File: src/ppws_pkg.sv
`timescale 1ns / 1ps

package ppws_pkg;

  localparam int SETTLE_COUNT       = 10;
  localparam int GAIN_FRACTION_BITS = 8;

  localparam int TARGET_W  = 25;
  localparam int POS_W     = 32;
  localparam int ERR_W     = 32;
  localparam int DIFF_W    = ERR_W + 1;
  localparam int INTEG_W   = 16;
  localparam int TICKS_W   = 4;
  localparam int GAIN_W    = 16;
  localparam int DRIVE_W   = 8;
  localparam int PULSE_W   = 20;
  localparam int DRIVE_MAX = 100;
  localparam int PULSE_SCALE = 10000;

  localparam int QUEUE_DEPTH = 4;
  localparam int QPTR_W      = $clog2(QUEUE_DEPTH);

  typedef enum logic [0:0] {
    MODE_LOAD = 1'b0,
    MODE_TICK = 1'b1
  } ppws_mode_t;

  typedef enum logic [2:0] {
    REG_KP             = 3'd0,
    REG_KI             = 3'd1,
    REG_KD             = 3'd2,
    REG_COUNTS_PER_POS = 3'd3,
    REG_SETTLE_BAND    = 3'd4,
    REG_INTEGRATE_BAND = 3'd5,
    REG_INTEGRAL_LIMIT = 3'd6,
    REG_OUTPUT_LIMIT   = 3'd7
  } ppws_reg_t;

  typedef struct packed {
    ppws_mode_t         mode;
    logic [7:0]         target_slot;
    logic signed [15:0] encoder_delta;
  } ppws_in_t;

  typedef struct packed {
    logic signed [DRIVE_W-1:0] drive;
    logic                      forward;
    logic [PULSE_W-1:0]        pulse_ns;
    logic                      position_ok;
  } ppws_out_t;

  typedef struct packed {
    logic [GAIN_W-1:0] kp_q8;
    logic [GAIN_W-1:0] ki_q8;
    logic [GAIN_W-1:0] kd_q8;
    logic [15:0]       counts_per_position;
    logic [7:0]        settle_band;
    logic [15:0]       integrate_band;
    logic [14:0]       integral_limit;
    logic [6:0]        output_limit;
  } ppws_cfg_t;

  typedef struct packed {
    logic                      settle;
    logic signed [ERR_W-1:0]   error;
    logic signed [DIFF_W-1:0]  diff;
    logic signed [INTEG_W-1:0] integ;
  } ppws_work_t;

  localparam ppws_cfg_t CFG_RESET = '{
    kp_q8:               16'd90,
    ki_q8:               16'd13,
    kd_q8:               16'd0,
    counts_per_position: 16'd290,
    settle_band:         8'd5,
    integrate_band:      16'd30,
    integral_limit:      15'd1000,
    output_limit:        7'd30
  };

endpackage

File: src/ppws_front.sv
`timescale 1ns / 1ps

module ppws_front import ppws_pkg::*; (
  input  logic       clk,
  input  logic       rst,
  input  ppws_cfg_t  cfg,
  input  logic       in_valid,
  output logic       in_ready,
  input  ppws_in_t   in_data,
  output logic       push,
  output ppws_work_t push_data,
  input  logic       full
);

  localparam int INT_ACC_W = INTEG_W + 2;

  logic [TARGET_W-1:0]       target;
  logic [POS_W-1:0]          position;
  logic                      a_valid;
  ppws_mode_t                a_mode;
  logic signed [ERR_W-1:0]   a_error;

  logic                      armed;
  logic [TICKS_W-1:0]        settle_ticks;
  logic signed [ERR_W-1:0]   error_now;
  logic signed [INTEG_W-1:0] integral;

  logic                      armed_next;
  logic [TICKS_W-1:0]        settle_ticks_next;
  logic signed [ERR_W-1:0]   error_now_next;
  logic signed [INTEG_W-1:0] integral_next;

  logic [TARGET_W-1:0]       target_next;
  logic [POS_W-1:0]          delta_ext;
  logic [POS_W-1:0]          position_next;
  logic [ERR_W-1:0]          error_calc;

  logic                      a_work;
  logic                      a_take;
  logic                      accept;

  logic signed [ERR_W-1:0]     sb;
  logic signed [ERR_W-1:0]     ib;
  logic                        in_settle;
  logic                        in_integrate;
  logic [TICKS_W-1:0]          ticks_inc;
  logic                        settle_hit;
  logic signed [INT_ACC_W-1:0] acc;
  logic signed [INT_ACC_W-1:0] lim;
  logic signed [INT_ACC_W-1:0] acc_clamped;
  logic signed [INTEG_W-1:0]   integ_new;

  assign target_next   = TARGET_W'(24'(in_data.target_slot) * 24'(cfg.counts_per_position));
  assign delta_ext     = {{(POS_W-16){in_data.encoder_delta[15]}}, in_data.encoder_delta};
  assign position_next = position + delta_ext;
  assign error_calc    = POS_W'(target) - position - delta_ext;

  assign a_work   = a_valid && (a_mode == MODE_TICK) && armed;
  assign a_take   = a_valid && (!a_work || !full);
  assign in_ready = !a_valid || a_take;
  assign accept   = in_valid && in_ready;

  always_ff @(posedge clk) begin
    if (rst) begin
      a_valid  <= 1'b0;
      target   <= '0;
      position <= '0;
    end else begin
      if (in_ready) begin
        a_valid <= in_valid;
      end
      if (accept) begin
        if (in_data.mode == MODE_LOAD) begin
          target <= target_next;
        end else begin
          position <= position_next;
        end
      end
    end
  end

  always_ff @(posedge clk) begin
    if (accept) begin
      a_mode  <= in_data.mode;
      a_error <= signed'(error_calc);
    end
  end

  assign sb           = ERR_W'(cfg.settle_band);
  assign ib           = ERR_W'(cfg.integrate_band);
  assign in_settle    = (a_error < sb) && (a_error > -sb);
  assign in_integrate = (a_error < ib) && (a_error > -ib);
  assign ticks_inc    = settle_ticks + TICKS_W'(1);
  assign settle_hit   = in_settle && (ticks_inc == TICKS_W'(SETTLE_COUNT));

  assign acc = INT_ACC_W'(integral) + INT_ACC_W'(signed'(a_error[INTEG_W:0]));
  assign lim = INT_ACC_W'(cfg.integral_limit);

  always_comb begin
    priority if (acc > lim) begin
      acc_clamped = lim;
    end else if (acc < -lim) begin
      acc_clamped = -lim;
    end else begin
      acc_clamped = acc;
    end
  end

  assign integ_new = in_integrate ? acc_clamped[INTEG_W-1:0] : '0;

  assign push             = a_take && a_work;
  assign push_data.settle = settle_hit;
  assign push_data.error  = a_error;
  assign push_data.diff   = DIFF_W'(a_error) - DIFF_W'(error_now);
  assign push_data.integ  = integ_new;

  always_comb begin
    armed_next        = armed;
    settle_ticks_next = settle_ticks;
    error_now_next    = error_now;
    integral_next     = integral;
    if (a_take) begin
      if (a_mode == MODE_LOAD) begin
        armed_next = 1'b1;
      end else if (armed) begin
        if (settle_hit) begin
          armed_next        = 1'b0;
          settle_ticks_next = '0;
          error_now_next    = '0;
          integral_next     = '0;
        end else begin
          settle_ticks_next = in_settle ? ticks_inc : '0;
          error_now_next    = a_error;
          integral_next     = integ_new;
        end
      end
    end
  end

  always_ff @(posedge clk) begin
    if (rst) begin
      armed        <= 1'b0;
      settle_ticks <= '0;
      error_now    <= '0;
      integral     <= '0;
    end else begin
      armed        <= armed_next;
      settle_ticks <= settle_ticks_next;
      error_now    <= error_now_next;
      integral     <= integral_next;
    end
  end

endmodule

File: config.mk
export PLATFORM = sky130hd
export DESIGN_NAME = ppws_front
export DESIGN_NICKNAME = d
export VERILOG_FILES = /design/src/ppws_pkg.sv /design/src/ppws_front.sv
export SDC_FILE = /design/constraint.sdc
export NUM_CORES = 1
export LEC_CHECK = 0
export BUFFER_PORTS_ARGS = -buffer_cell sky130_fd_sc_hd__buf_2
export CAP_MARGIN = 20
export CORE_ASPECT_RATIO = 0.6
export CORE_MARGIN = 2
export CORE_UTILIZATION = 50
export DETAILED_ROUTE_END_ITERATION = 8
export GPL_TIMING_DRIVEN = 0
export PLACE_DENSITY = 0.69
export SLEW_MARGIN = 10
export SYNTH_ARGS = -nofsm -noshare
export SYNTH_HDL_FRONTEND = slang
export SYNTH_SLANG_ARGS = --single-unit
File: constraint.sdc
create_clock -name clk -period 10.2 [get_ports clk]
set_input_delay 1.02 -clock clk [delete_from_list [all_inputs] [get_ports clk]]
set_output_delay 1.02 -clock clk [all_outputs]
set_load 0.02 [all_outputs]
==> results of run 1 <==
## where the power goes
group | internal, uW | leakage, uW | switching [uW] | total [uW]
Clock | 401 | 0.000302 | 268 | 669
Combinational | 1320 | 0.00850 | 2000 | 3320
Sequential | 717 | 0.00122 | 230 | 946
## per-stage QoR
stage / setup WS, ns / instance area [um^2] / utilization [%] / power (uW) / cells
after CTS: 2.950 / 21750 / 55.93 / 4889 / 3145
after global placement: 3.310 / 21080 / 54.21 / 4118 / 3111
after global routing: 2.442 / 21750 / 55.93 / 5339 / 3145
after floorplan: 4.137 / 19600 / - / 3267 / 2424
final: 2.904 / 21750 / 55.93 / 4939 / 3146
after detailed placement: 3.251 / 21130 / 54.35 / 4196 / 3113
## layout make-up
cell class | count | area share [%]
timing repair buffer | 167 | 4.050
multi-input combinational | 1934 | 69.32
tap | 522 | 3.003
clock inverter | 8 | 0.4659
buffer | 55 | 1.064
sequential | 143 | 14.68
clock buffer | 24 | 2.358
inverter | 292 | 5.045
antenna | 1 | 0.01150
## registers in the layout (all words and copies together) (netlist names)
register,count
a_error,32
error_now,32
position,32
target,24
integral,16
settle_ticks,4
a_mode,1
a_valid,1
armed,1
## final timing paths
kind,startpoint,end,cells after the start
worst min-delay path,error_now[24],error_now[24],2
worst min register to register,error_now[24],error_now[24],2
worst max-delay path,a_error[1],push_data[6],21
worst max register to register,a_error[1],integral[7],19
## layer usage
metal  vias up  part of all wire (%)  wire (um)  GRT usage (%)
li1       8813                     -          -              -
met1      8874                    49      29340          45.28
met2       711                    40      24190          42.01
met3        68                   9.0       5353          4.815
met4         0                   1.4        837          6.486
met5         -                     0          0              0
## synthesized netlist by cell type, drive strengths merged, types with 27 or more instances
cell type	number
xor2	30
nor2	135
nor3	55
nand3	83
nand4	30
a21o	67
ha	310
clkbuf	45
edfxtp	33
inv	288
o21ai	100
xnor2	108
a21oi	218
nand2	230
a211oi	27
and2	113
fa	111
dfxtp	110
## kinds of logic after synthesis
group                      synth area share [%]
AOI/OAI and AO/OA                         19.25
xor gates and xnor gates                  6.167
adders and majority gates                 31.13
buffers and inverters                     6.779
DFF                                       16.29
muxes                                    0.7278
and+or+nand+nor                           19.66
## worst max-delay path: cells and delay by family, from the launching register on
family	cells	cell delay, ns
adders and majority gates	2	0.83
xor gates and xnor gates	1	0.42
buffers and inverters	3	0.86
AOI/OAI and AO/OA	10	2.39
DFF	1	0.62
and+or+nand+nor	5	0.68
==> results.py, run 1 <==
metrics = {
    "timing": {
        "hold_ws_ns": 0.4542,
        "finalSetupTns_ns": 0,
        "worst_slew_pin_slew_ns": 1.043,
        "period_needed_ns": 7.296,
        "relSlewSlack_pct": 30.32,
        "fin_skew_ns": 0.01220,
        "rsz0062_at_grt": "false",
        "period_share_pct": 71.53,
        "hold_violations": 0,
        "finalSetupViolations": 0,
        "max_freq_ghz": 0.1371,
        "finalMaxSlewViolations": 0,
    },
    "grt": {
        "antenna_found_initial": 0,
        "grt_pass1_wl_um": 94210,
        "grt_pass1_vias": 17285,
        "grt_usage_pct": 29.32,
        "grt_max_degree": 24,
        "grt_overflow": 0,
    },
    "routing": {
        "drt_first_pass_iters": 6,
        "avgViaCountPerCell": 5.870,
        "wirelength_um": 59720,
        "routed-via-count": 18466,
        "detail_route.wl_per_cell_um": 18.98,
        "ant_nets": 0,
        "drc_errors": 0,
        "drtIter0Drc": 1887,
    },
    "cts": {
        "cts_hold_buf": 0,
        "cts-root-buf": "clkbuf_16",
        "cts_buffers": 17,
        "clock-sinks": 143,
        "clk_pin_slew_worst_paths_ns": 0.07,
        "worst_skew_pair.late_latency_ns": 0.46,
        "htreeDepth": 4,
        "ctsResizeCount": 0,
        "cts_setup_buffers": 0,
        "cts_tree": "built",
        "cts_max_path_buffers": 2,
    },
    "synthesis": {
        "yosysSeqAreaShare_pct": 16.29,
        "yosysTopAreaCellShare_pct": 19.79,
        "synth_area_leader_cell": "ha_1",
        "synth_seq_cells": 143,
        "avgSynthCellArea_um2": 8.086,
        "synth_edf_count": 33,
        "ys.warnings.count": 0,
        "synthArstFlopShare_pct": 0,
        "ys_types": 87,
        "syn-num-nets": 2984,
        "syn_area_um2": 19600,
        "synthesis.instances": 2424,
        "synth_area_leaders": "ha_1 20%, fa_1 11%, dfxtp_1 11%",
        "yosys_most_used_dff": "dfxtp_1",
    },
    "floorplan": {
        "initial_core_util_pct": 50.40,
        "ios": 223,
        "fp.coreArea_um2": 38890,
        "die_y_um": 157.4,
        "die_area_um2": 40850,
        "rows": 56,
        "die_x_um": 259.6,
    },
    "worst_setup_path": {
        "slowest_delay_ns": 0.77,
        "crit_required_ns": 9.18,
        "crit_path_end_kind": "primary output",
        "criticalPathCategory": "reg -> out",
        "worstSetupStartpointType": "flop",
        "ff2ff_setup_slack_ns": 4.50,
        "cp_max_fo": 10,
        "cp_slowest_cell": "o311ai_2",
        "crit_arrival_ns": 6.28,
        "crit_chain": "inv_1 > fa_1 > nor2b_1 > o31a_1 > o41ai_2 > o21a_1 > o21bai_1 > a21oi_1 > xnor2_1 > ha_1 > nand3_1 > nor2_1 > a22o_1 > a211oi_1 > a41oi_1 > o311ai_2 > clkbuf_1 > o21ai_0 > nand2_1 > and3b_1 > buf_2",
    },
    "cells_and_area": {
        "nFillCells": 3592,
        "layout_common_cells": "310 x ha_1, 286 x inv_1, 230 x nand2_1",
        "drive_gt1_share_pct": 9.112,
        "multi_input_area_um2": 15080,
        "nets": 3170,
        "layout_commonest_cell": "ha_1",
        "syn_to_final_growth_pct": 10.97,
        "ff_latch_area_um2": 3193,
    },
    "pwr": {
        "peakVddDrop_mv": 0.1295,
        "p_leak_uw": 0.01001,
        "power_density_nw_per_um2": 227.1,
    },
    "placed_design": {
        "hpwl_um": 48720,
        "port-buffer-count": 165,
        "finalWeightedCongestion": 0.9554,
    },
    "status": {
        "status": "complete, no violations",
    },
    "run": {
        "maxCapViolCount": 0,
    },
    "worst_hold_path": {
        "hold_class": "reg -> reg",
    },
}
(Power assumes the default switching activity.)
==> run 2, diff against run 1 <==
--- a/config.mk
+++ b/config.mk
@@ -12,7 +12,7 @@
 export CORE_UTILIZATION = 50
 export DETAILED_ROUTE_END_ITERATION = 8
 export GPL_TIMING_DRIVEN = 0
-export PLACE_DENSITY = 0.69
+export PLACE_DENSITY = 0.72
 export SLEW_MARGIN = 10
 export SYNTH_ARGS = -nofsm -noshare
 export SYNTH_HDL_FRONTEND = slang
==> constraint.sdc (replaced) <==
create_clock -name clk -period 6.2 [get_ports clk]
set_input_delay 0.62 -clock clk [delete_from_list [all_inputs] [get_ports clk]]
set_output_delay 0.62 -clock clk [all_outputs]
set_load 0.02 [all_outputs]
==> results.py, run 2 (same netlist as run 1, synthesis figures left out) <==
metrics = {
    "status": {
        "violations": "setup timing",
        "status": "finished with violations",
    },
    "worst_setup_path": {
        "crit_required_ns": 5.58,
        "ff2ff_setup_slack_ns": 0.84,
        "r2r_end": "integral[9]",
        "cp_max_fo": 10,
        "slowest_delay_ns": 0.54,
        "criticalPathCategory": "reg -> out",
        "cp_slowest_cell": "o31ai_4",
        "worstRegToRegCells": 22,
        "crit_arrival_ns": 5.59,
        "path_buf_inv": 3,
        "crit_path_end_kind": "primary output",
        "worstSetupStartpointType": "flop",
        "crit_family": "compound AO/OA/AOI/OAI gates",
        "crit_chain": "ha_2 > inv_2 > fa_2 > nor2b_2 > o31a_1 > o41ai_2 > nor2b_4 > o21bai_1 > a21oi_2 > xnor2_2 > ha_4 > o21a_1 > o21ai_1 > a31o_2 > a211o_1 > nand4_1 > a21oi_4 > o31ai_4 > buf_6 > a21oi_1 > a211oi_1 > buf_2",
        "reg2reg_from": "a_error[0]",
    },
    "worst_hold_path": {
        "whs_path_depth": 1,
        "min_from": "in_data[24]",
        "hold_class": "in -> reg",
        "holdPathEnd": "a_mode",
    },
    "cells_and_area": {
        "multi_input_area_um2": 15260,
        "drive_gt1_share_pct": 11.17,
        "syn_to_final_growth_pct": 12.80,
        "layout_commonest_cell": "ha_1",
        "layout_common_cells": "308 x ha_1, 284 x inv_1, 229 x nand2_1",
        "fin_util_pct": 56.85,
        "reg_top3": "a_error x32, error_now x32, position x32",
        "ff_latch_area_um2": 3193,
        "nFillCells": 3520,
        "layout.cells.non_filler": 3168,
        "nets": 3189,
    },
    "floorplan": {
        "initial_core_util_pct": 50.40,
        "ios": 223,
        "die_x_um": 259.6,
        "fp.coreArea_um2": 38890,
        "rows": 56,
        "die_area_um2": 40850,
        "die_y_um": 157.4,
    },
    "timing": {
        "finalMaxSlewViolations": 0,
        "fin_skew_ns": 0.01146,
        "setup_slack_ns": -0.01234,
        "finalSetupViolations": 2,
        "max_freq_ghz": 0.1610,
        "worst_slew_pin_slew_ns": 1.045,
        "period_needed_ns": 6.212,
        "relSlewSlack_pct": 29.69,
        "period_share_pct": 100.2,
        "rsz0062_at_grt": "true",
        "hold_violations": 0,
        "hold_ws_ns": 0.4244,
    },
    "cts": {
        "htreeDepth": 4,
        "cts_hold_buf": 0,
        "worst_skew_pair.late_latency_ns": 0.46,
        "clock-sinks": 143,
        "cts-root-buf": "clkbuf_16",
        "clk_pin_slew_worst_paths_ns": 0.07,
        "cts_tree": "built",
        "cts_buffers": 17,
        "cts_max_path_buffers": 2,
    },
    "pwr": {
        "p_leak_uw": 0.01018,
        "power_density_nw_per_um2": 377.1,
        "peakVddDrop_mv": 0.3081,
    },
    "routing": {
        "drtIter0Drc": 1950,
        "routed-via-count": 18728,
        "wirelength_um": 60420,
        "ant_nets": 0,
        "avgViaCountPerCell": 5.912,
        "drt_first_pass_iters": 5,
        "drc_errors": 0,
        "detail_route.wl_per_cell_um": 19.07,
    },
    "grt": {
        "grt_usage_pct": 29.40,
        "antenna_found_initial": 3,
        "grt_max_degree": 24,
        "grt_pass1_vias": 17505,
        "grt_overflow": 0,
        "grt_pass1_wl_um": 94820,
    },
    "placed_design": {
        "dp_cells": 3113,
        "finalWeightedCongestion": 0.9848,
        "port-buffer-count": 165,
        "hpwl_um": 48990,
    },
    "run": {
        "maxCapViolCount": 0,
    },
}
==> run 2: cell count changes in the layout (fill, tap and decap cells not counted), sizes merged <==
cell,previous run,this run
clkbuf,69,60
buf,177,202
clkinvlp,1,0
inv,289,290
diode,1,4
clkinv,8,11
==> run 2: what timing repair did <==
action	CTS	global route
gates resized for setup	6	44
pin swaps	1	16
buffers inserted	9	15
endpoints found under the setup margin	16	18
gates cloned	0	1
endpoints found under the hold margin	0	0
==> run 2: through the flow <==
step                      TNS [ns]  setup slack, ns  instance area (um^2)  power [uW]
after floorplan                  0           0.5368                 19600        5376
after global placement     -0.3980          -0.2745                 21080        6781
after detailed placement    -1.521          -0.3775                 21130        6918
after CTS                        0         0.007836                 21820        8072
after global routing       -0.5913         -0.09174                 22100        8988
final                     -0.02468         -0.01234                 22110        8338
==> run 2: area by class of cell <==
class / count / area share (%)
Timing Repair Buffer: 192 / 4.878
Clock buffer: 21 / 2.088
Tap cell: 522 / 2.954
Buffer: 49 / 0.9960
Sequential cell: 143 / 14.44
Multi-Input combinational cell: 1934 / 69.04
Antenna cell: 4 / 0.04527
Inverter: 292 / 4.963
Clock inverter: 11 / 0.5942
==> run 2: layer usage <==
layer | global-route usage, % | share of wire, % | up-vias
met2 | 41.99 | 41 | 829
met4 | 6.541 | 1.7 | 0
met1 | 44.88 | 48 | 8971
met5 | 0 | 0 | -
li1 | - | - | 8841
met3 | 5.813 | 9.9 | 87
==> run 2: power by group <==
group          internal, uW  switching [uW]
clock                   620             449
sequential             1180             343
combinational          2300            3440
total                  4100            4240
==> run 2: worst max-delay path by stage <==
stage           startpoint            end  slack, ns  cells past startpoint
2_1_floorplan  in_data[23]     target[23]       0.54                     20
3_3_place_gp   in_data[22]     target[23]      -0.27                     21
3_5_place_dp   in_data[22]     target[23]      -0.38                     21
4_1_cts         a_error[1]   push_data[4]      0.008                     21
5_1_grt         a_error[0]   push_data[9]      -0.09                     23
6_report        a_error[0]  push_data[12]      -0.01                     22
