File: config.mk
export PLATFORM = sky130hd
export DESIGN_NAME = ppws_queue
export DESIGN_NICKNAME = d
export VERILOG_FILES = /design/src/ppws_pkg.sv /design/src/ppws_queue.sv
export SDC_FILE = /design/constraint.sdc
export NUM_CORES = 1
export LEC_CHECK = 0
export BUFFER_PORTS_ARGS = -buffer_cell sky130_fd_sc_hd__buf_2
export CELL_PAD_IN_SITES_DETAIL_PLACEMENT = 0
export CELL_PAD_IN_SITES_GLOBAL_PLACEMENT = 1
export CORE_AREA = 3 3 167 169
export CTS_BUF_LIST = sky130_fd_sc_hd__clkbuf_8
export DETAILED_ROUTE_END_ITERATION = 6
export DIE_AREA = 0 0 170 172
export HOLD_SLACK_MARGIN = 0.1
export PLACE_DENSITY_LB_ADDON = 0.1
export SLEW_MARGIN = 20
export SYNTH_ARGS = -nofsm -noshare
export SYNTH_HDL_FRONTEND = slang
export SYNTH_SLANG_ARGS = --single-unit
File: constraint.sdc
create_clock -name clk -period 2.9 [get_ports clk]
set_input_delay 0.145 -clock clk [delete_from_list [all_inputs] [get_ports clk]]
set_output_delay 0.145 -clock clk [all_outputs]
set_load 0.01 [all_outputs]
File: src/ppws_pkg.sv
`timescale 1ns / 1ps

package ppws_pkg;

  localparam int SETTLE_COUNT       = 10;
  localparam int GAIN_FRACTION_BITS = 8;

  localparam int TARGET_W  = 25;
  localparam int POS_W     = 32;
  localparam int ERR_W     = 32;
  localparam int DIFF_W    = ERR_W + 1;
  localparam int INTEG_W   = 16;
  localparam int TICKS_W   = 4;
  localparam int GAIN_W    = 16;
  localparam int DRIVE_W   = 8;
  localparam int PULSE_W   = 20;
  localparam int DRIVE_MAX = 100;
  localparam int PULSE_SCALE = 10000;

  localparam int QUEUE_DEPTH = 4;
  localparam int QPTR_W      = $clog2(QUEUE_DEPTH);

  typedef enum logic [0:0] {
    MODE_LOAD = 1'b0,
    MODE_TICK = 1'b1
  } ppws_mode_t;

  typedef enum logic [2:0] {
    REG_KP             = 3'd0,
    REG_KI             = 3'd1,
    REG_KD             = 3'd2,
    REG_COUNTS_PER_POS = 3'd3,
    REG_SETTLE_BAND    = 3'd4,
    REG_INTEGRATE_BAND = 3'd5,
    REG_INTEGRAL_LIMIT = 3'd6,
    REG_OUTPUT_LIMIT   = 3'd7
  } ppws_reg_t;

  typedef struct packed {
    ppws_mode_t         mode;
    logic [7:0]         target_slot;
    logic signed [15:0] encoder_delta;
  } ppws_in_t;

  typedef struct packed {
    logic signed [DRIVE_W-1:0] drive;
    logic                      forward;
    logic [PULSE_W-1:0]        pulse_ns;
    logic                      position_ok;
  } ppws_out_t;

  typedef struct packed {
    logic [GAIN_W-1:0] kp_q8;
    logic [GAIN_W-1:0] ki_q8;
    logic [GAIN_W-1:0] kd_q8;
    logic [15:0]       counts_per_position;
    logic [7:0]        settle_band;
    logic [15:0]       integrate_band;
    logic [14:0]       integral_limit;
    logic [6:0]        output_limit;
  } ppws_cfg_t;

  typedef struct packed {
    logic                      settle;
    logic signed [ERR_W-1:0]   error;
    logic signed [DIFF_W-1:0]  diff;
    logic signed [INTEG_W-1:0] integ;
  } ppws_work_t;

  localparam ppws_cfg_t CFG_RESET = '{
    kp_q8:               16'd90,
    ki_q8:               16'd13,
    kd_q8:               16'd0,
    counts_per_position: 16'd290,
    settle_band:         8'd5,
    integrate_band:      16'd30,
    integral_limit:      15'd1000,
    output_limit:        7'd30
  };

endpackage

File: src/ppws_queue.sv
`timescale 1ns / 1ps

module ppws_queue import ppws_pkg::*; (
  input  logic       clk,
  input  logic       rst,
  input  logic       push,
  input  ppws_work_t push_data,
  output logic       full,
  input  logic       pop,
  output logic       empty,
  output ppws_work_t head
);

  ppws_work_t        entries [QUEUE_DEPTH];
  logic [QPTR_W-1:0] wr_ptr;
  logic [QPTR_W-1:0] rd_ptr;
  logic [QPTR_W:0]   count;
  logic              do_push;
  logic              do_pop;

  assign full    = (count == (QPTR_W+1)'(QUEUE_DEPTH));
  assign empty   = (count == '0);
  assign head    = entries[rd_ptr];
  assign do_push = push && !full;
  assign do_pop  = pop && !empty;

  always_ff @(posedge clk) begin
    if (rst) begin
      wr_ptr <= '0;
      rd_ptr <= '0;
      count  <= '0;
    end else begin
      if (do_push) begin
        wr_ptr <= wr_ptr + QPTR_W'(1);
      end
      if (do_pop) begin
        rd_ptr <= rd_ptr + QPTR_W'(1);
      end
      if (do_push && !do_pop) begin
        count <= count + (QPTR_W+1)'(1);
      end else if (do_pop && !do_push) begin
        count <= count - (QPTR_W+1)'(1);
      end
    end
  end

  always_ff @(posedge clk) begin
    if (do_push) begin
      entries[wr_ptr] <= push_data;
    end
  end

endmodule

==> results of run 1 <==
==> final cells by class <==
| type | instances | area [um^2] | share of cell area (%) |
|---|---|---|---|
| repair buffers | 267 | 1880 | 12.2 |
| multi-input cells | 116 | 2120 | 13.7 |
| clock buffers | 59 | 812 | 5.26 |
| inverters | 4 | 15.0 | 0.0973 |
| flip-flops and latches | 337 | 10000 | 65.0 |
| clock inverters | 28 | 139 | 0.900 |
| well taps | 341 | 427 | 2.76 |
==> registers in the layout, indices dropped and copies added (netlist names), named ones only <==
| name | count |
|---|---|
| count | 3 |
| entries | 328 |
| rd_ptr | 2 |
| wr_ptr | 2 |
==> worst paths after layout <==
check / endpoint / slack (ns) / depth (start not counted)
setup / recovery: count[2]$_SDFFE_PP0P_ / 0.49 / 8
setup reg to reg: count[2]$_SDFFE_PP0P_ / 0.49 / 8
hold / removal: entries[1][6]$_DFFE_PP_ / 0.35 / 2
hold reg to reg: wr_ptr[1]$_SDFFE_PP0P_ / 0.52 / 2
==> cells in the mapped netlist <==
master and instances:
sky130_fd_sc_hd__a21oi_1 2, sky130_fd_sc_hd__and2_1 4, sky130_fd_sc_hd__buf_12 8, sky130_fd_sc_hd__buf_2 8
sky130_fd_sc_hd__buf_6 1, sky130_fd_sc_hd__clkbuf_1 2, sky130_fd_sc_hd__dfxtp_1 9, sky130_fd_sc_hd__edfxtp_1 328
sky130_fd_sc_hd__fa_1 1, sky130_fd_sc_hd__ha_1 5, sky130_fd_sc_hd__inv_1 4, sky130_fd_sc_hd__mux2i_1 2
sky130_fd_sc_hd__mux4_2 82, sky130_fd_sc_hd__nand2b_1 2, sky130_fd_sc_hd__nor2_1 6, sky130_fd_sc_hd__nor3_1 1
sky130_fd_sc_hd__nor3b_2 1, sky130_fd_sc_hd__o21ai_0 2, sky130_fd_sc_hd__o311ai_0 1, sky130_fd_sc_hd__o31ai_1 1
sky130_fd_sc_hd__or3_1 2, sky130_fd_sc_hd__xor2_1 4
==> kinds of logic (layout without fill, tap and decap cells) <==
logic type / count (synthesis) / count (layout)
DFF: 337 / 337
muxes: 84 / 84
buffers and inverters: 23 / 358
and+or+nand+nor: 16 / 16
adders and majority gates: 6 / 6
AOI/OAI and AO/OA: 6 / 6
xor gates and xnor gates: 4 / 4
==> power groups by stage <==
| stage | Sequential, W | Clock (W) | Combinational (W) |
|---|---|---|---|
| after floorplan | 0.00605 | 0 | 0.00208 |
| after global placement | 0.00617 | 0 | 0.00288 |
| after detailed placement | 0.00620 | 0 | 0.00290 |
| after CTS | 0.00610 | 0.00372 | 0.00302 |
| after global routing | 0.00614 | 0.00395 | 0.00316 |
| final | 0.00609 | 0.00358 | 0.00293 |
==> worst max-delay path, stage by stage (launching register included) <==
cell	delay, ns
sky130_fd_sc_hd__dfxtp_1	0.47
sky130_fd_sc_hd__nor3b_2	0.11
sky130_fd_sc_hd__nor2_1	0.36
sky130_fd_sc_hd__ha_1	0.26
sky130_fd_sc_hd__inv_1	0.07
sky130_fd_sc_hd__fa_1	0.38
sky130_fd_sc_hd__xor2_1	0.18
sky130_fd_sc_hd__or3_1	0.33
sky130_fd_sc_hd__a21oi_1	0.17
==> routing by layer <==
metal / vias to the layer above / global-route usage [%]
li1: 2648 / -
met1: 3080 / 19.7
met2: 157 / 27.6
met3: 44 / 4.34
met4: 0 / 4.80
met5: - / 0
==> stage by stage <==
| stage | area [um^2] | power, W | setup slack (ns) | util [%] | hold WS (ns) |
|---|---|---|---|---|---|
| floorplan | 12400 | 0.00813 | 0.593 | - | 0.244 |
| global placement | 13600 | 0.00906 | 0.659 | 51.0 | 0.355 |
| detailed placement | 13600 | 0.00911 | 0.508 | 51.0 | 0.362 |
| CTS | 15400 | 0.0128 | 0.418 | 57.8 | 0.302 |
| global route | 15400 | 0.0133 | 0.353 | 57.8 | 0.316 |
| finish | 15400 | 0.0126 | 0.492 | 57.8 | 0.348 |
==> results by stage, run 1 <==
Synthesis:
- The number of nets handed over by synthesis was 568.
- Measured against the total synthesized area, the mux share comes to 15.1%.
- The xor-xnor portion of the synthesized cell area is 0.283%.
- The synthesized-area fraction occupied by adder cells is 0.667%.
- The post-synthesis sequential area ratio is 81.1%.
- The synthesized netlist contains 22 unique library cells.
- In this run, synthesis produced a sequential element count of 337.
- The compound-gate portion of the synthesized area is 0.293%.
- A synthesized cell averages 26.0 um^2.
- The area fraction of the dominant cell type after synthesis is 79.6%.
- Yosys printed 0 warnings.
- Of all cell types, the one taking the most synthesized area is sky130_fd_sc_hd__edfxtp_1.
- The mapped netlist covers 0.0124 mm^2.
- The largest family of logic cells by synthesized area is multiplexers.
- Synthesis produced a netlist whose cell count is 476.
- The simple-gate portion of the synthesized area is 0.728%.
- After synthesis, the cell types taking the most area are sky130_fd_sc_hd__edfxtp_1 80%, sky130_fd_sc_hd__mux4_2 15%, sky130_fd_sc_hd__dfxtp_1 1.5%.

Clocking:
- For the worst-skew pair, the clock arrives at the later sink with an insertion delay of 0.55 ns.
- After clock tree synthesis, the clock-pin slew on the worst setup and hold paths is 0.06 ns.
- The clock sink total is 337.
- In this run the number of H-tree levels came out at 2.
- Counting the buffers created by CTS gives 53.
- In this run the clock root is driven by a sky130_fd_sc_hd__clkbuf_8.
- Buffers added to address setup during post-CTS repair amount to 0.
- The number of gates resized after cts is 0.
- The maximum buffer depth of the clock tree is 3.
- For this design, the CTS-stage hold fixing added 86 buffers.
- TritonCTS built the clock tree.

Floorplanning:
- The placeable core region is 0.0267 mm^2.
- The die covers 0.0292 mm^2.
- The I/O pin count is 170.
- The overall die height is 172 um.
- The die is 170 um wide.
- The standard-cell row count is 60.
- The starting density of the core is 46.3%.

Power:
- The combinational power share is 23.2%.
- The leakage power is 5.32 nW.
- The analysis attributes to net switching a power of 0.00331 W.
- The internal power summed over all cells is 0.00929 W.
- The largest voltage drop on the vdd net is 0.404 mV.
- Power spread over the standard cell area amounts to 816 mW/mm^2.
- Net switching is 26.3% of the power.
- The share of total power in sequential cells is 48.3%.
- Of the total power, the clock network draws 28.4%.

GRT:
- The largest net degree at the start of global routing is 73.
- The global-route usage over all layers is 15.9%.
- The wire length of the first global-routing pass is 35.6 mm.
- The overall overflow remaining after global route is 0.
- The number of antenna violations at the first check in global routing is 0.
- The via count of the first global-routing pass is 6532.

Job:
- Max-cap violations in this run came to 0.

Cells and area:
- The antenna diode instance count is 0.
- The number of fill cells in the layout is 2037.
- The net count reported at finish is 871.
- The library cells used most frequently in the layout, excluding fill and tap cells, are 328 x sky130_fd_sc_hd__edfxtp_1, 169 x sky130_fd_sc_hd__buf_2, 86 x sky130_fd_sc_hd__dlygate4sd3_1, 82 x sky130_fd_sc_hd__mux4_2, 59 x sky130_fd_sc_hd__clkbuf_8.
- Leaving out fill and tap cells, the most frequent cell in the layout is sky130_fd_sc_hd__edfxtp_1.
- For this run, the number of standard cells in the final layout without fillers is 1152.
- The area added between synthesis and finish is 24.7%.
- The fraction of layout instances using a drive strength above 1 is 41.4%.

Route:
- The first TritonRoute pass finished after 4 iterations.
- The number of remaining DRC errors is 0.
- For this block, wires on met1 add up to 9.55 mm.
- The routed design uses 1.32 mm of met3 wire.
- The count of nets left with antenna violations after detail routing is 0.
- The routed via count divided by cell count is 5.15.
- For this block, the initial DRC count from the detailed router was 286.
- The overall via count from detail_route is 5929.
- The highest metal layer used by the detailed router is met4.
- The average wire length per cell after detail routing is 20.2 um.
- Wires add up to 23.2 mm.
- Summed over all nets, wire length on met2 after detailed routing comes to 11.9 mm.

Timing:
- The setup TNS after final layout is 0 ns.
- In this run the tightest slew margin relative to its limit is 62.8%.
- The worst path uses 83.0% of the clock period.
- Timing would allow up to 415 MHz.
- For the final database, setup skew stands at 0.0243 ns.
- The number of hold-slack violations in the final timing report is 0.
- Setup repair after global routing left no endpoint under its margin.
- Setup violations remaining at the end of the flow were counted as 0.
- The final critical path time including I/O delays and setup is 2.41 ns.
- The slew at the pin closest to its max-slew limit is 0.558 ns.
- The final max-slew violation count is 0.

Critical path:
- The beginning of the critical path is count[0]$_SDFFE_PP0P_.
- The startpoint class of the critical path is a flop.
- The arrival time at the worst endpoint is 2.88 ns.
- STA classifies the critical path endpoint as a flop.
- The worst setup path is of the flop to flop kind.
- In this run the critical register-to-register path is launched from count[0]$_SDFFE_PP0P_.
- Data on the critical path is required at its endpoint by 3.37 ns.
- Of all nets on the critical path, the largest fanout is 6.

Placement:
- The total half-perimeter wirelength after legalization and detailed placement is 13.3 mm.
- The routability-driven placement congestion ratio is 0.783.
- The post-placement cell count is 979.
- The number of port buffers is 169.

Hold path:
- The class of the tightest hold or removal check is primary input to flop.
- The worst hold path begins at push_data[6].

Run status:
- The run finished with clean final reports.
Power figures use the tool's default switching activity.
==> inputs of run 2 (changes only) <==
--- a/config.mk
+++ b/config.mk
@@ -8,10 +8,10 @@
 export BUFFER_PORTS_ARGS = -buffer_cell sky130_fd_sc_hd__buf_2
 export CELL_PAD_IN_SITES_DETAIL_PLACEMENT = 0
 export CELL_PAD_IN_SITES_GLOBAL_PLACEMENT = 1
-export CORE_AREA = 3 3 167 169
+export CORE_AREA = 3 3 159 161
 export CTS_BUF_LIST = sky130_fd_sc_hd__clkbuf_8
 export DETAILED_ROUTE_END_ITERATION = 6
-export DIE_AREA = 0 0 170 172
+export DIE_AREA = 0 0 162 164
 export HOLD_SLACK_MARGIN = 0.1
 export PLACE_DENSITY_LB_ADDON = 0.1
 export SLEW_MARGIN = 20
==> constraint.sdc (replaced) <==
create_clock -name clk -period 2.3 [get_ports clk]
set_input_delay 0.115 -clock clk [delete_from_list [all_inputs] [get_ports clk]]
set_output_delay 0.115 -clock clk [all_outputs]
set_load 0.01 [all_outputs]
==> results by stage, run 2 (synthesized netlist as in run 1, its figures left out) <==
Cells and area:
- The footprint of the multi-input gates was 0.00213 mm^2 (+0.24%).
- The area used by sequential logic in the layout is 0.0100 mm^2 (unchanged).
- In the layout the commonest cells are 328 x sky130_fd_sc_hd__edfxtp_1, 169 x sky130_fd_sc_hd__buf_2, 86 x sky130_fd_sc_hd__dlygate4sd3_1, 82 x sky130_fd_sc_hd__mux4_2, 54 x sky130_fd_sc_hd__clkbuf_8.
- The flip-flop count of the largest register after layout is 328 (unchanged).
- The area of all placed cells without fillers is 0.0155 mm^2 (+0.48%).
- The fraction of layout instances using a drive strength above 1 was 40.7% (-0.75 points).
- The antenna diode instance count is 0 (unchanged).
- The core utilization of the finished layout is 64.3% (+6.6 points).
- The area added between synthesis and finish is 25.3%.
- The number of fill cells in the layout is 1737 (-15%).
- Ranked by flip-flop count, first place goes to entries.
- The most common cell after layout, fill and taps aside is sky130_fd_sc_hd__edfxtp_1.
- In the final layout, the registers with the most flip-flops are entries: 328 flops, count: 3 flops.
- The net count reported at finish was 876 (+0.57%).

Critical path:
- The number of buffers and inverters on the critical path is 1 (unchanged).
- STA classifies the critical path endpoint as a flop.
- The data required time at the worst endpoint is 2.77 ns (-0.60 ns).
- The startpoint class of the critical path is a flop.
- The worst register-to-register path begins at count[0]$_SDFFE_PP0P_.
- The signal on the critical path passes through nor3b_2 -> nor2_1 -> ha_1 -> inv_1 -> fa_1 -> xor2_1 -> or3_1 -> a21oi_1.
- The kind of cell with the highest combined delay along the critical path is adder cells.
- The delay contributed by the slowest stage of the critical path is 0.48 ns (about the same).
- Among all stages on the critical path, the largest delay is contributed by sky130_fd_sc_hd__dfxtp_1.
- The critical path in this run is classified as flop to flop.
- Tracing the worst setup path back leads to its startpoint at count[0]$_SDFFE_PP0P_.
- The arrival time at the worst endpoint is 2.62 ns (-0.26 ns).
- The largest driver fanout on the critical path was 6 (unchanged).

Placement:
- The routability-driven placement congestion ratio is 0.743 (-5.0%).
- The instance area after placement is 0.0137 mm^2 (+0.36%).
- The number of port buffers came to 169 (unchanged).
- The worst setup slack after placement is 0.0589 ns (-0.449 ns).
- The total half-perimeter wirelength after legalization and detailed placement is 13.2 mm (-0.59%).

Route:
- The average wire length per cell after detail routing is 20.2 um (+0.15%).
- The number of remaining DRC errors is 0 (unchanged).
- The count of nets left with antenna violations after detail routing was 0 (unchanged).
- The routed via count divided by cell count is 5.18 (+0.68%).
- The DRC marker count from the first detailed-route iteration is 274 (-4.2%).
- The overall via count from detail_route was 5933 (+0.067%).
- The detailed-route wire length is 23.1 mm (-0.46%).
- The number of detailed-route iterations in the first pass is 4 (unchanged).

Clocking:
- The number of levels in the clock H-tree is 2 (unchanged).
- The maximum buffer depth of the clock tree is 3 (unchanged).
- The number of clock buffers inserted by TritonCTS is 53 (unchanged).
- The clock latency on the worst-skew pair is 0.56 ns (about the same).
- TritonCTS built the clock tree.
- The clock sink total is 337 (unchanged).
- The clock transition at the register clock pins on the worst setup and hold paths after CTS is 0.06 ns (about the same).
- The tree is rooted in a sky130_fd_sc_hd__clkbuf_8.

Timing:
- The largest clock skew in the final design came to 0.0214 ns (-0.00289 ns).
- The worst hold slack after final layout is 0.306 ns (-0.0419 ns).
- The ratio of final minimum period to clock period is 93.5% (+10 points).
- The slew at the pin closest to its max-slew limit came to 0.421 ns (-0.137 ns).
- The final critical path time including I/O delays and setup is 2.15 ns (-0.257 ns).
- Setup repair after global routing left no endpoint under its margin.
- The number of hold-slack violations in the final timing report was 0 (unchanged).
- The final max-slew violation count is 0 (unchanged).
- The fmax is 465 MHz (+12%).
- The setup slack of the critical path after layout came to 0.149 ns (-0.343 ns).
- The relative max-transition margin was 71.6% (+8.8 points).
- The number of setup violations in the final report is 0 (unchanged).

Power:
- The leakage power is 5.37 nW (+0.96%).
- The largest voltage drop on the vdd net came to 0.622 mV (+54%).
- The combinational power share is 24.9% (+1.7 points).
- The ratio of total power to cell area is 1020 mW/mm^2 (+24%).
- The proportion of power drawn by the clock network was 26.9% (-1.5 points).
- The internal power summed over all cells was 0.0116 W (+25%).
- The switching portion of total power is 26.5% (+0.24 points).
- The switching power of the nets came to 0.00418 W (+26%).
- The total chip power came to 0.0157 W (+25%).
- The share of total power in sequential cells is 48.2% (about the same).

GRT:
- The overall overflow remaining after global route was 0 (unchanged).
- The wire length of the first global-routing pass is 35.9 mm (+0.83%).
- The number of antenna violations at the first check in global routing is 0 (unchanged).
- The via count of the first global-routing pass was 6586 (+0.83%).
- The global-route usage over all layers is 17.6% (+1.8 points).
- The largest net degree at the start of global routing is 46 (-37%).

Job:
- The number of max-capacitance violations reported is 0 (unchanged).

Hold path:
- The startpoint of the most critical hold path is push_data[6].
- The class of the tightest hold or removal check is primary input to flop.

Floorplanning:
- The I/O pin count was 170 (unchanged).
- The overall die height was 164 um (-4.7%).
- The horizontal die dimension is 162 um (-4.7%).
- The standard-cell row count is 57 (-5.0%).
- The full die area is 0.0266 mm^2 (-9.1%).
- The starting density of the core is 51.3% (+5.0 points).
- The placeable core region was 0.0241 mm^2 (-9.8%).

Run status:
- The run finished with clean final reports.
==> run 2: worst reg2reg max path: cells and delay by family (launching register included) <==
family	cells	cell delay (ns)
compound gates	1	0.15
xor+xnor	1	0.17
fa+ha+maj	2	0.61
buf+inv	1	0.07
flops	1	0.48
simple gates	3	0.59
==> run 2: timing repair <==
action                                  4_1_cts  5_1_grt
gates cloned                                  1        0
endpoints found under the setup margin       67        1
hold endpoints to repair                    337        0
pin swaps                                     0        0
buffers inserted                              3        0
hold buffers                                 86        0
gates resized for setup                       1        1
==> run 2: layout make-up <==
cell class	instances	share of cell area, %
Sequential cell	337	64.7
Clock inverter	38	0.984
Clock buffer	54	4.79
Timing Repair Buffer	272	13.1
Inverter	4	0.0968
Multi-Input combinational cell	116	13.7
Tap cell	324	2.61
==> run 2: final timing paths <==
check / cells past startpoint / endpoint / slack, ns
setup / recovery: 8 / count[2]$_SDFFE_PP0P_ / 0.15
hold reg to reg: 2 / wr_ptr[1]$_SDFFE_PP0P_ / 0.51
setup reg to reg: 8 / count[2]$_SDFFE_PP0P_ / 0.15
hold / removal: 2 / entries[1][6]$_DFFE_PP_ / 0.31
==> run 2: layer usage <==
layer / wire [um] / vias to the layer above / global-route usage [%]
met5: 0 / - / 0
met4: 346 / 0 / 4.73
met3: 1450 / 35 / 4.69
met2: 12100 / 156 / 30.9
met1: 9200 / 3076 / 22.0
li1: - / 2666 / -
==> run 2: power by group through the flow <==
stage               Sequential [W]  Combinational, W  Clock, W
floorplan                  0.00762           0.00263         0
global placement           0.00770           0.00368         0
detailed placement         0.00775           0.00371         0
CTS                        0.00759           0.00405   0.00440
global route               0.00763           0.00425   0.00467
finish                     0.00758           0.00393   0.00424
==> run 2: through the flow <==
step / instances / setup TNS (ns)
2_1_floorplan: 476 / -2.46
3_3_place_gp: 963 / 0
3_5_place_dp: 963 / 0
4_1_cts: 1145 / 0
5_1_grt: 1145 / 0
6_report: 1145 / 0
